## src/rtl/core/pip_pkg.sv

```systemverilog
package pip_pkg;

  // command codes carried in in_tuser
  typedef enum logic [1:0] {
    MODE_CLEAR  = 2'd0,
    MODE_APPEND = 2'd1,
    MODE_QUERY  = 2'd2
  } pip_mode_t;

  typedef enum logic [1:0] {
    ST_IDLE,
    ST_WALK,
    ST_DONE
  } pip_state_t;

  // command control travelling from the front queue to the engine
  typedef struct packed {
    pip_mode_t mode;
    logic      last;
  } pip_cmd_t;

  // result flags, inside_res in the lowest bit
  typedef struct packed {
    logic overflowed;
    logic near_vertex;
    logic inside_res;
  } pip_res_t;

  localparam int THR_W = 48;
  localparam logic [THR_W-1:0] THR_RESET = 48'd1717987;

  // differences of 2^25 or more are never near
  localparam int MAG_W   = 25;
  localparam int MAG_LIM = 2 ** MAG_W;
  localparam int SQ_W    = 2 * MAG_W;

  localparam int OUT_TDATA_W = 8;

  // command queue between front and engine
  localparam int QDEPTH = 4;
  localparam int QAW    = 2;
  localparam int QCW    = 3;

endpackage

```

## src/rtl/core/pip_front.sv

```systemverilog
module pip_front #(
  parameter int COORD_BITS = 24
) (
  input  logic                         clk,
  input  logic                         rst_n,
  input  logic                         in_valid,
  output logic                         in_ready,
  input  logic [1:0]                   in_mode,
  input  logic signed [COORD_BITS-1:0] in_x,
  input  logic signed [COORD_BITS-1:0] in_y,
  input  logic                         in_last,
  output logic                         cmd_valid,
  input  logic                         cmd_ready,
  output pip_pkg::pip_cmd_t            cmd,
  output logic signed [COORD_BITS-1:0] cmd_x,
  output logic signed [COORD_BITS-1:0] cmd_y
);
  import pip_pkg::*;

  localparam int EW = 2 * COORD_BITS + 3;

  logic [EW-1:0]  q_mem [QDEPTH];
  logic [QAW-1:0] wr_ptr_r, wr_ptr_nxt;
  logic [QAW-1:0] rd_ptr_r, rd_ptr_nxt;
  logic [QCW-1:0] fill_r, fill_nxt;
  logic           is_cmd;
  logic           push;
  logic           pop;
  logic [EW-1:0]  head;

  // classify: the unused code is taken and dropped
  always_comb begin
    unique case (pip_mode_t'(in_mode)) inside
      MODE_CLEAR, MODE_APPEND, MODE_QUERY: is_cmd = 1'b1;
      default:                             is_cmd = 1'b0;
    endcase
  end

  assign in_ready  = (fill_r != QCW'(QDEPTH));
  assign cmd_valid = (fill_r != '0);
  assign push      = in_valid && in_ready && is_cmd;
  assign pop       = cmd_valid && cmd_ready;

  // queue pointers and fill level
  always_comb begin
    wr_ptr_nxt = push ? wr_ptr_r + QAW'(1) : wr_ptr_r;
    rd_ptr_nxt = pop ? rd_ptr_r + QAW'(1) : rd_ptr_r;
    fill_nxt   = fill_r + QCW'(push) - QCW'(pop);
  end

  always_ff @(posedge clk) begin
    if (!rst_n) begin
      wr_ptr_r <= '0;
      rd_ptr_r <= '0;
      fill_r   <= '0;
    end else begin
      wr_ptr_r <= wr_ptr_nxt;
      rd_ptr_r <= rd_ptr_nxt;
      fill_r   <= fill_nxt;
    end
  end

  // queue storage
  always_ff @(posedge clk) begin
    if (push) begin
      q_mem[wr_ptr_r] <= {in_last, in_y, in_x, in_mode};
    end
  end

  assign head     = q_mem[rd_ptr_r];
  assign cmd.mode = pip_mode_t'(head[1:0]);
  assign cmd.last = head[EW-1];
  assign cmd_x    = signed'(head[COORD_BITS+1:2]);
  assign cmd_y    = signed'(head[2*COORD_BITS+1:COORD_BITS+2]);

endmodule

```

## config.mk

```make
export PLATFORM = sky130hd
export DESIGN_NAME = pip_front
export DESIGN_NICKNAME = d
export VERILOG_FILES = /design/src/rtl/core/pip_pkg.sv /design/src/rtl/core/pip_front.sv
export SDC_FILE = /design/constraint.sdc
export NUM_CORES = 1
export LEC_CHECK = 0
export BUFFER_PORTS_ARGS = -buffer_cell sky130_fd_sc_hd__buf_4
export CORE_ASPECT_RATIO = 1.2
export CORE_MARGIN = 4
export CORE_UTILIZATION = 60
export CTS_CLUSTER_DIAMETER = 100
export DETAILED_ROUTE_END_ITERATION = 8
export GPL_ROUTABILITY_DRIVEN = 0
export PLACE_DENSITY = 0.89
export SLEW_MARGIN = 20
export SYNTH_ARGS = -nofsm -noshare
export SYNTH_HDL_FRONTEND = slang
export SYNTH_SLANG_ARGS = --single-unit
export TNS_END_PERCENT = 10
```

## constraint.sdc

```tcl
create_clock -name clk -period 6.85 [get_ports clk]
set_clock_uncertainty 0.2 [all_clocks]
set_input_delay 1.37 -clock clk [delete_from_list [all_inputs] [get_ports clk]]
set_output_delay 1.37 -clock clk [all_outputs]
set_load 0.05 [all_outputs]
```

# Yosys cells after proc, flatten, opt, wreduce, memory -nomap -nowiden
# Memory sizes are Yosys's and may differ from the RTL's. A register that Yosys moved wholly into a read port is not among the register bits.
# Cells that the tools add are included.
op_classes:
  n_addsub: 4
  n_eq_ne: 3
  muxes: 5
  n_reduce_logical: 6
op_table:
  columns: ["operator", "count"]
  rows:
  - ["$add 2x1->2 const B", 2]
  - ["$mux 2", 2]
  - ["$add 3x1->3", 1]
  - ["$logic_and 1x1->1", 3]
  - ["$mux 1", 3]
  - ["$ne 3x3->1 const B", 1]
  - ["$reduce_bool 3->1", 1]
  - ["$reduce_or 3->1", 1]
  - ["$sub 3x1->3", 1]
  - ["$eq 2x1->1 const B", 1]
  - ["$eq 2x2->1 const B", 1]
  - ["$logic_not 2->1", 1]
word_totals:
  regBits: 7
  ram_bits: 204
  inputBits: 55
  output_inout_bits: 53
  elab_cells: 22
  mem_count: 1
mem_list:
  columns: ["memory", "depth", "width", "rd", "rd_clocked_by_memory_dff", "write_ports", "line_no", "text"]
  rows:
  - ["q_mem", 4, 51, 1, 1, 1, "pip_front.sv:22", "logic [EW-1:0] q_mem [QDEPTH];"]

# Logic depth before layout (Yosys ltp)
# Gate-level depths: netlist (run 1).
logic_depth:
  word_depth: 6
  ltp_mapped: 10
  mapped_depth_nobuf: 10

# Least setup slack after synthesis (run 1)
# OpenSTA, ideal clock, no wires.
synth_path:
  kind: "in2reg"
  start: "in in_mode[0]"
  end: "mem q_mem[0][0] (netlist name) (enable)"
  setup_time_ns: 0.414
  t_arrival_ns: 3.018
  required_time_ns: 6.236
  slack_ns: 3.218
  cell_stages: 2
  n_path_buf: 0
  path_cell_list: "a221oi_4 > and2_1"
synth_via:
  elab_chain_cells: 6
  elab_cells_between_ends: 8
  classes_between: "eq/ne: 2; mux: 3; reduce/logical: 3"
synth_lines:
  columns: ["element", "line_no", "text"]
  rows:
  - ["start: declaration", "pip_front.sv:8", "input logic [1:0] in_mode,"]
  - ["$eq 2x1->1 (no line) (tied with other cells)", null, null]
  - ["$reduce_or 3->1 *", "pip_front.sv:33", "unique case (pip_mode_t'(in_mode)) inside"]
  - ["$mux 1 *", "pip_front.sv:33", null]
  - ["$logic_and 1x1->1 *", "pip_front.sv:41", "assign push = in_valid && in_ready && is_cmd;"]
  - ["$mux 1 *", "pip_front.sv:65", "if (push) begin"]
  - ["$mux 1 (implied by the code) *", "pip_front.sv:66", "q_mem[wr_ptr_r] <= {in_last, in_y, in_x, in_mode};"]
  - ["end: declaration", "pip_front.sv:22", null]
# Mark *: on every way between the ends. The rest lies on a longest branch, timed or not.

==> run metrics, run 1 <==
CTS clock-pin slew for the worst setup and hold paths=0.06 ns; setup slack at placement=between 3 and 4 ns; drt pass-1 iters=5; cell repeated most along the worst path=buf_4; Max FO, Critical Path=29; Post-Synth XOR/XNOR Area=0.4423%; Crit Reg-Reg Startpoint=fill_r[0]; Hold Path Depth=2; DRC violations left=0; slowest stage cell on the critical path=dfxtp_2; CTS tree=done; hpwl dp=around 8 mm; Max Slew Vio Count=0; pin count of the biggest net entering global routing=52; hold slack=0.3129 ns; final setup TNS=0 ns; hold crit path type=flip-flop to flip-flop; worst path setup slack after routing=around 3 ns; htree depth=1; vias in the first global route=3,896; Net Count, Synth=379; PD cells=410.7 nW/um^2; Mapped Cells=about 320; R2R Path End=fill_r[2]; vias=3,572; flops & latches, synth=213; layout cell share with drive strength beyond 1=between 40 and 50%; Post-CTS Setup Bufs=0; register area=around 6300 sq um; Initial Util=61.98%; ys flop type=edfxtp_1; Critical Path RT=between 5 and 6 ns; hold buffers post-CTS=0; count of different cell masters after synthesis=22; post-synthesis sequential area ratio=between 70% and 80%; Synth Area in Adders=approximately 1.2%; Tmin final=slightly below 4 ns; Critical Path Max Stage Delay=0.72 ns; FILL cells=about 670; root buffer cell=clkbuf_16; Hold Path End=wr_ptr_r[1]; CP Launch Type=flip-flop; CTS Buf Count=21; die height=between 100 and 150 um; mux contribution to synthesized area=14.80%; PostCTS Resize Cnt=0; syn_area_per_cell=approximately 25 sq um; CP endpoint kind=output pin; total gr overflow=0; WP buf/inv=2; EDFF count, synth=204; largest family of logic cells by synthesized area=multiplexers; worst vdd rail ir drop=0.0003289 V; all-layer global routing usage=19.64%; reg2reg path depth=10; reg2reg setup slack=around 4.2 ns; PortBufs=roughly 110; Yosys top cell area share=77.33%; family with the most delay on the worst path=flip-flops; Iteration-0 DRC Markers=between 200 and 250; initial antenna violation count=0; Nets=roughly 500; Ant. Diodes=0; first-pass GRT wire length=22.61 mm; I/O Pins=between 100 and 150; CTS max path bufs=3; area of the multi-input gates=1450 sq um; Lkg Pwr=3.226 nW; RSZ-0062 raised after global routing=no; max_slew headroom=49.98%; max_cap viols=0; HP Start=wr_ptr_r[1]; critical path arrival=2.33 ns; num rows=45; clk sinks=213; f_max=around 0.26 GHz; most frequent cells in the layout=edfxtp_1 (204), buf_4 (112), mux4_2 (50); complex-gate fraction of the synthesized area=less than 1%; Total Power=0.003920 W; core area=12,780 sq um; # placed instances=580; Syn. warnings=0; ys async rst share=0%; cell taking the most area after synthesis=edfxtp_1; area grow syn2layout=20.49%; Detailed Route WL=14.37 mm; Synth area leaders=edfxtp_1 (77%), mux4_2 (14%), dfxtp_1 (2.3%); commonest non-fill, non-tap cell in the layout=edfxtp_1; wire per inst=23.25 um; Final Hold Fails=0; period utilisation layout=56.96%; Post-Synth Simple-Gate Area=1.153%; DRT antenna net count=0; Worst Max-Slew Pin Slew=0.7503 ns; CP cell instances=buf_4, mux4_2, buf_4; Die ar.=15,110 sq um; Post-Syn Area=7921 sq um; Final setup viols=0; WS Path Type=flip-flop to output pin; run status=completed; non-filler cells, final=618; vias per std cell=5.780; die width=112.9 um; clock latency at the later pin of the worst-skew pair=0.48 ns
==> per-layer routing <==
metal / GRT usage (%) / part of all wire, %
met2: 34.29 / 55
met4: 5.210 / 1.6
met1: 25.13 / 36
met3: 4.468 / 7.5
met5: 0 / 0
==> state kept, by name (all words and copies together) (netlist names), named ones only <==
| signal | flops |
|---|---|
| wr_ptr_r | 2 |
| q_mem | 204 |
| fill_r | 3 |
| rd_ptr_r | 2 |
==> worst min-delay path: stages (launching register included) <==
cell     delay, ns
dfxtp_1       0.34
nand2_1       0.07
mux2i_1       0.06
==> kinds of logic after synthesis <==
group | count (synthesis)
adder cells (fa/ha/maj) | 7
multiplexers | 53
XOR/XNOR | 4
AND/OR/NAND/NOR | 17
flip-flops | 213
AO/OA/AOI/OAI | 3
buffers and inverters | 20
==> power by group <==
group	internal (W)	leakage, nW	total (W)	switching, W
sequential	0.00154	1.93	0.00161	0.0000705
clock	0.000680	0.323	0.00113	0.000453
combinational	0.000435	0.969	0.00118	0.000740
==> Yosys cell counts, types with 2 or more instances <==
library cell	number
nand2_1	5
buf_12	5
buf_2	5
xnor2_1	4
inv_1	7
and2_1	8
ha_1	6
nor2b_1	2
edfxtp_1	204
mux2i_1	2
dfxtp_1	9
mux4_2	50
==> worst max path at each step <==
| stage | cells past startpoint | start | to | slack, ns |
|---|---|---|---|---|
| floorplan | 2 | in_mode[0] | q_mem[0][0] | 3.22 |
| global route | 3 | flip-flop | cmd_x[1] | 2.85 |
| global placement | 2 | flip-flop | cmd_y[19] | 3.26 |
| finish | 3 | flip-flop | cmd_x[1] | 2.95 |
| detailed placement | 10 | in_mode[0] | fill_r[2] | 3.22 |
| CTS | 2 | flip-flop | cmd_y[19] | 2.74 |
==> cell type report <==
class                      count  area share (%)
timing repair buffer         113           9.098
multi-input combinational     84           15.19
clock buffer                  26           5.703
sequential                   213           66.12
clock inverter                11           1.455
tap                          164           2.150
inverter                       7          0.2753
==> through the flow <==
stage / util, % / instance area, sq um
global placement: 69.11 / 8833
finish: 74.67 / 9544
floorplan: - / 7921
global route: 74.67 / 9544
CTS: 74.46 / 9517
detailed placement: 69.11 / 8833
(Power assumes the default switching activity.)
==> inputs of run 2 (changes only) <==
--- a/config.mk
+++ b/config.mk
@@ -5,14 +5,15 @@
 export SDC_FILE = /design/constraint.sdc
 export NUM_CORES = 1
 export LEC_CHECK = 0
+export ABC_AREA = 1
 export BUFFER_PORTS_ARGS = -buffer_cell sky130_fd_sc_hd__buf_4
 export CORE_ASPECT_RATIO = 1.2
 export CORE_MARGIN = 4
-export CORE_UTILIZATION = 60
+export CORE_UTILIZATION = 57
 export CTS_CLUSTER_DIAMETER = 100
 export DETAILED_ROUTE_END_ITERATION = 8
 export GPL_ROUTABILITY_DRIVEN = 0
-export PLACE_DENSITY = 0.89
+export PLACE_DENSITY = 0.85
 export SLEW_MARGIN = 20
 export SYNTH_ARGS = -nofsm -noshare
 export SYNTH_HDL_FRONTEND = slang
==> constraint.sdc (replaced) <==
create_clock -name clk -period 3.67 [get_ports clk]
set_clock_uncertainty 0.2 [all_clocks]
set_input_delay 0.734 -clock clk [delete_from_list [all_inputs] [get_ports clk]]
set_output_delay 0.734 -clock clk [all_outputs]
set_load 0.05 [all_outputs]
==> run 2 against run 1 <==
  * First-iteration DRC count rose by 110%
  * Sequential power rose by 83%
  * Setup slack got worse by 2.4 ns
  * Final cell count rose by 39%
  * Register-to-register slack got worse by 2.8 ns
  * Critical endpoint is now cmd_y[10]
  * Die area rose by 6.9%
  * Synthesized cell count rose by 77%
  * Highest routed layer unchanged
  * Critical path depth rose by 2
  * Flip-flop and latch count did not move
  * Clock power rose by 82%
==> run metrics, run 2 <==
Ant. Diodes=0 (unchanged); cell taking the most area after synthesis=edfxtp_1 (unchanged); f_max=~0.32 GHz; CTS max path bufs=3 (unchanged); final setup TNS=0 ns (unchanged); Detailed Route WL=16.93 mm (was 14.37 mm); area grow syn2layout=19.57% (was 20.49%); post-synthesis sequential area ratio=78.04% (was 79.61%); worst vdd rail ir drop=0.0004770 V (was 0.0003289 V); RSZ-0062 raised after global routing=no (unchanged); Tmin final=3.114 ns; DRT antenna net count=0 (unchanged); Critical Path RT=2.74 ns (was 5.28 ns); Net Count, Synth=624 (was 379); max_cap viols=0 (unchanged); Final setup viols=0 (unchanged); initial antenna violation count=0 (unchanged); root buffer cell=clkbuf_16 (unchanged); commonest non-fill, non-tap cell in the layout=edfxtp_1 (unchanged); WS Path Type=flip-flop to output pin (unchanged); max_slew headroom=50.14% (was 49.98%); HP Start=in_y[10] (was wr_ptr_r[1]); max reg flops=204 (unchanged); all-layer global routing usage=20.60% (was 19.64%); run status=completed (unchanged); CTS Buf Count=20 (was 21); PortBufs=107 (unchanged); Nets=734 (was 502); clock share of power=27.8% (was 28.9%); period utilisation layout=a little over four fifths; drt pass-1 iters=5 (unchanged); M3 GR Usage=3.934% (was 4.468%); num rows=47 (was 45); vias in the first global route=5,055 (was 3,896); Total Power=0.007413 W (was 0.003920 W); Initial Util=58.47% (was 61.98%); top-count cell post-synth=edfxtp_1 (unchanged); hpwl dp=9.841 mm (was 8.107 mm); met1 Use GR=25.13% (about the same); PostCTS Resize Cnt=0 (unchanged); CTS clock-pin slew for the worst setup and hold paths=0.06 ns (about the same); CTS tree=done (unchanged); most common library cells after synthesis=edfxtp_1 (204), nor2_1 (115), o21ai_1 (60), o22ai_1 (51), o21ai_0 (42) (was edfxtp_1 (204), mux4_2 (50), dfxtp_1 (9), and2_1 (8), inv_1 (7)); vias per std cell=5.813 (was 5.780); I/O Pins=108 (unchanged); Worst Max-Slew Pin Slew=0.7478 ns (was 0.7503 ns); Iteration-0 DRC Markers=481 (was 232); Max FO, Critical Path=30 (was 29); Die ar.=16,150 sq um (was 15,110 sq um); critical path arrival=2.18 ns (was 2.33 ns); non-filler cells, final=857 (was 618); largest registers=q_mem: 204 flops, fill_r: 3 flops (unchanged); flops & latches, synth=213 (unchanged); Crit Reg-Reg Startpoint=fill_r[1] (was fill_r[0]); Yosys top cell area share=75.81% (was 77.33%); FILL cells=809 (was 665); count of different cell masters after synthesis=20 (was 22); switching share of total power=35.54% (was 32.25%); CP Launch Type=flip-flop (unchanged); hold buffers post-CTS=0 (unchanged); Synth area leaders=edfxtp_1 (76%), nor2_1 (5.3%), o22ai_1 (3.9%) (was edfxtp_1 (77%), mux4_2 (14%), dfxtp_1 (2.3%)); reg2reg setup slack=1.42 ns (was 4.22 ns); hold crit path type=input port to flip-flop (was flip-flop to flip-flop); Post-Syn Area=8080 sq um (was 7921 sq um); vias=4,982 (was 3,572); Post-CTS Setup Bufs=0 (unchanged); pin count of the biggest net entering global routing=65 (was 52); wire per inst=19.75 um (was 23.25 um); setup slack at placement=0.9000 ns (was 3.225 ns); PD cells=767.2 nW/um^2 (was 410.7 nW/um^2); clk sinks=213 (unchanged); layout cell share with drive strength beyond 1=22.89% (was 44.27%); die width=116.7 um (was 112.9 um); CP endpoint kind=output pin (unchanged); Lkg Pwr=3.460 nW (was 3.226 nW); Mapped Cells=562 (was 317); DRC violations left=0 (unchanged); syn_area_per_cell=14.38 sq um (was 24.99 sq um); M2 GR Usage=34.61% (was 34.29%); Syn. warnings=0 (unchanged); P_sw=0.002635 W (was 0.001264 W); internal power=0.004778 W (was 0.002656 W); ys async rst share=0% (unchanged); htree depth=1 (unchanged); Reg with most FFs=q_mem (unchanged); core area=13,820 sq um (was 12,780 sq um); ys flop type=edfxtp_1 (unchanged); Final Hold Fails=0 (unchanged); EDFF count, synth=204 (unchanged); sequential power share=39.6% (was 41.1%); Max Slew Vio Count=0 (unchanged); GRT busiest layer=met2 (unchanged); die height=138.4 um (was 133.9 um); clock latency at the later pin of the worst-skew pair=0.48 ns (about the same); most frequent cells in the layout=edfxtp_1 (204), buf_4 (119), nor2_1 (111) (was edfxtp_1 (204), buf_4 (112), mux4_2 (50)); # placed instances=821 (was 580); Logic pwr share=32.6% (was 30.0%); first-pass GRT wire length=25.67 mm (was 22.61 mm); worst path setup slack after routing=0.5560 ns (was 2.948 ns); total gr overflow=0 (unchanged)
-- run 2: worst paths after layout --
| path | end | depth (start not counted) |
|---|---|---|
| worst max register to register | fill_r[2] | 9 |
| worst max-delay path | cmd_y[10] | 5 |
| worst min register to register | flip-flop | 2 |
| worst min-delay path | q_mem[1][36] | 1 |
-- run 2: cell type report --
cell class | instances | area, sq um | area share (%)
clock buffer | 26 | 544.3 | 5.633
sequential | 213 | 6311 | 65.32
inverter | 19 | 72.57 | 0.7511
tap | 171 | 214.0 | 2.214
timing repair buffer | 120 | 913.4 | 9.454
multi-input combinational | 298 | 1485 | 15.37
clock inverter | 10 | 121.4 | 1.256
-- run 2: kinds of logic (layout without fill, tap and decap cells) --
| logic type | Yosys count | in the layout | share of synthesized area (%) |
|---|---|---|---|
| DFF | 213 | 213 | 78.04 |
| AOI/OAI and AO/OA | 155 | 155 | 10.39 |
| and+or+nand+nor | 135 | 135 | 6.333 |
| buffers and inverters | 51 | 175 | 3.949 |
| adders and majority gates | 7 | 7 | 1.177 |
| xor gates and xnor gates | 1 | 1 | 0.1084 |
-- run 2: through the flow --
step	hold slack (ns)	area, sq um	utilization [%]
after global routing	0.2283	9662	69.91
final	0.2469	9662	69.91
after floorplan	0.2603	8080	-
after CTS	0.2294	9662	69.91
after global placement	0.2731	8996	65.10
after detailed placement	0.3065	8996	65.10
-- run 2: power groups by stage --
stage	sequential, W	clock (W)	combinational (W)
5_1_grt	0.00295	0.00221	0.00256
2_1_floorplan	0.00298	0	0.00174
3_5_place_dp	0.00298	0	0.00241
3_3_place_gp	0.00297	0	0.00235
6_report	0.00294	0.00206	0.00242
4_1_cts	0.00294	0.00209	0.00243
-- run 2: layer usage --
metal  wire length, um  part of all wire [%]  vias up
met2              8754                    52      230
met5                 0                     0        -
li1                  -                     -     2295
met3              1339                   7.9       52
met1              6122                    36     2405
met4               714                   4.2        0
-- run 2: critical path: stages (launching register included) --
cell     delay (ns)
dfxtp_2        0.32
inv_2          0.39
buf_4          0.33
o21ai_0        0.14
o22ai_1        0.26
buf_4          0.26
